`config.mk`:
```
export PLATFORM = sky130hd
export DESIGN_NAME = ssdp_ram
export DESIGN_NICKNAME = d
export VERILOG_FILES = /design/src/ssdp_ram.sv
export SDC_FILE = /design/constraint.sdc
export NUM_CORES = 1
export LEC_CHECK = 0
export BUFFER_PORTS_ARGS = -buffer_cell sky130_fd_sc_hd__buf_2
export CAP_MARGIN = 20
export CORE_MARGIN = 1.5
export CORE_UTILIZATION = 60
export CTS_CLUSTER_DIAMETER = 80
export DETAILED_ROUTE_END_ITERATION = 12
export PLACE_DENSITY = 0.79
export SYNTH_ARGS = -nofsm -noshare
export SYNTH_HDL_FRONTEND = slang
export SYNTH_SLANG_ARGS = --single-unit
```
`constraint.sdc`:
```
create_clock -name clk -period 3.8 [get_ports clk]
set_input_delay 0.57 -clock clk [delete_from_list [all_inputs] [get_ports clk]]
set_output_delay 0.57 -clock clk [all_outputs]
set_load 0.005 [all_outputs]
```
`src/ssdp_ram.sv`:
```
// ----------------------------------------------------------------------------
// ssdp_ram
// Generic RAM: one write port and two read ports, read data registered.
// ----------------------------------------------------------------------------
module ssdp_ram #(
	parameter int WIDTH = 8,
	parameter int DEPTH = 16,
	localparam int AW   = (DEPTH > 1) ? $clog2(DEPTH) : 1
) (
	input  logic             clk,
	input  logic             we,
	input  logic [AW-1:0]    waddr,
	input  logic [WIDTH-1:0] wdata,
	input  logic [AW-1:0]    raddr_a,
	output logic [WIDTH-1:0] rdata_a,
	input  logic [AW-1:0]    raddr_b,
	output logic [WIDTH-1:0] rdata_b
);

	logic [WIDTH-1:0] mem_q [DEPTH];
	logic [WIDTH-1:0] rd_a_q;
	logic [WIDTH-1:0] rd_b_q;

	// write and registered reads
	always_ff @(posedge clk) begin
		if (we) begin
			mem_q[waddr] <= wdata;
		end
		rd_a_q <= mem_q[raddr_a];
		rd_b_q <= mem_q[raddr_b];
	end

	assign rdata_a = rd_a_q;
	assign rdata_b = rd_b_q;

endmodule

```
==> impl_metrics.json <==
{
  "status": "complete, no violations",
  "worstPathRequired_ns": 4.21,
  "io_pins": 38,
  "fmax_mhz": 500,
  "max_slew_margin": 0.195,
  "intPower_uw": 2890,
  "grt_pass1_wl_um": 22100,
  "num_rows": 37,
  "mostFrequentLayoutCells": "edfxtp_1, buf_2, mux4_2",
  "clock_latency_ns": 0.52,
  "path_buf_inv": 2,
  "tightest_slew_ns": 1.20,
  "post-route-period-util": 0.527,
  "post-route-util": 0.702,
  "dr_total_vias": 3561,
  "avgSynthCellArea_um2": 20.7,
  "ir_drop_mv": 0.359,
  "antenna_found_initial": 0,
  "hold_slack_ns": 0.413,
  "busiest_layer": "met2",
  "cts_resized": 0,
  "fin_skew_ns": 0.00894,
  "start_util": 0.617,
  "crit_family": "buffers and inverters",
  "hp-class": "in -> reg",
  "worstPathArrival_ns": 2.41,
  "rsz0062_at_grt": "false",
  "tns_ns": 0,
  "drtAntennaViolNets": 0,
  "swShare": 0.220,
  "grt_overflow": 0,
  "p_comb_frac": 0.068,
  "hold_buffers": 0,
  "dieWidth_um": 106,
  "core_area_um2": 10300,
  "htreeDepth": 4,
  "diodes": 0,
  "met1_usage": 0.398,
  "powerDensity_nw_per_um2": 515,
  "die-area_um2": 11200,
  "grtUsageMet2": 0.435,
  "drc": 0,
  "wl_per_cell_um": 29.9,
  "setup_viol": 0,
  "fin_crit_ns": 2.00,
  "drv_cap": 0,
  "cts.sinks": 144,
  "numCtsBuffers": 17,
  "path_cells": "buf_2, buf_4, mux4_1, a22oi_1, nand2_1",
  "nets": 376,
  "yosysTopAreaCell": "edfxtp_1",
  "cp_max_fo": 24,
  "synth_fp_nets": 329,
  "critical_path_class": "in -> reg",
  "fin_ws_ns": 1.80,
  "synth_cells": 307,
  "drt_first_pass_iters": 5,
  "post-cts-setup-buffer-count": 0,
  "cp_slowest_cell": "buf_2",
  "cts_tree": "done",
  "cts-root-buf": "clkbuf_8",
  "seq_power_share": 0.482,
  "ys_types": 20,
  "p_clk_frac": 0.449,
  "drt-initial-drc-count": 368,
  "use_met3": 0.0798,
  "clk_pin_slew_ns": 0.06,
  "track_usage": 0.288,
  "gp_congestion": 0.784,
  "place_ws_ns": 1.27,
  "portBuffers": 37,
  "synthTopCellsByArea": "edfxtp_1, mux4_2, mux4_1",
  "yosysSeqAreaShare": 0.656,
  "end_kind": "register",
  "cp-start-kind": "input port",
  "leakagePower_uw": 0.00249,
  "ctsLongestPathBuffers": 2,
  "syn_area_um2": 6350,
  "syn_to_final_growth_pct": 13.7,
  "wirelength_um": 15000,
  "finalHoldViolations": 0,
  "switching_power_uw": 817,
  "dp_hpwl_um": 8470,
  "drv_slew": 0,
  "grt_max_degree": 33,
  "die_y_um": 106,
  "mostFrequentLayoutCell": "edfxtp_1",
  "yosys_warnings": 0,
  "ys_seq_elements": 144,
  "grt_pass1_vias": 3701,
  "slowest_delay_ns": 0.61,
  "drive_gt1_frac": 0.313,
  "viasPerCell": 7.08,
  "synth_top_area_share": 0.606
}
flip-flops by register name, summed over array words and instances (netlist names):
register	flops
rdata_b	8
mem_q	128
rdata_a	8
synth_stat cells, drive strengths merged:
cell	count
nand2	17
and2	2
a22oi	32
nand3b	2
or3b	1
nand2b	2
nor3	4
and2b	2
dfxtp	16
mux4	64
nor2	14
nand3	1
nor2b	2
edfxtp	128
buf	14
clkdlybuf4s25	6
area by class of cell:
class / count / area (µm²)
well taps: 136 / 170
repair buffers: 48 / 275
clock buffers: 17 / 414
clock inverters: 15 / 180
flip-flops and latches: 144 / 4160
multi-input cells: 143 / 2010
fillers: 593 / 3060
metrics by stage:
stage / total power [µW] / instance area, µm² / instances
floorplan: 1980 / 6350 / 307
global placement: 2060 / 6600 / 469
detailed placement: 2070 / 6600 / 469
CTS: 3720 / 7190 / 501
global route: 3800 / 7210 / 503
finish: 3710 / 7210 / 503
logic make-up (layout without fill, tap and decap cells):
logic type / after synthesis / after routing / synth area share
buffers and inverters: 20 / 80 / 0.0272
DFF: 144 / 144 / 0.656
AOI/OAI and AO/OA: 32 / 32 / 0.0379
muxes: 64 / 64 / 0.244
and+or+nand+nor: 47 / 47 / 0.0343
metal layers:
metal  part of all wire  wire length, µm
met1               0.37             5520
met2               0.49             7340
met5                  0                0
met3               0.12             1790
met4              0.025              375
power by group through the flow:
stage,registers [µW],clock network [µW],logic (µW)
after floorplan,1820,0,160
after global placement,1820,0,240
after detailed placement,1820,0,247
after CTS,1790,1680,252
after global routing,1790,1730,271
final,1790,1670,254
final timing paths:
path                            to                    from  slack, ns  cells past startpoint
max             rdata_b[2]$_DFF_P_              raddr_b[0]       1.80                      5
min          mem_q[0][4]$_DFFE_PP_                wdata[4]       0.41                      1
max reg2reg     rdata_b[0]$_DFF_P_  mem_q[11][0]$_DFFE_PP_       2.29                      3
min reg2reg     rdata_b[2]$_DFF_P_   mem_q[8][2]$_DFFE_PP_       0.70                      3
(Power assumes the default switching activity.)
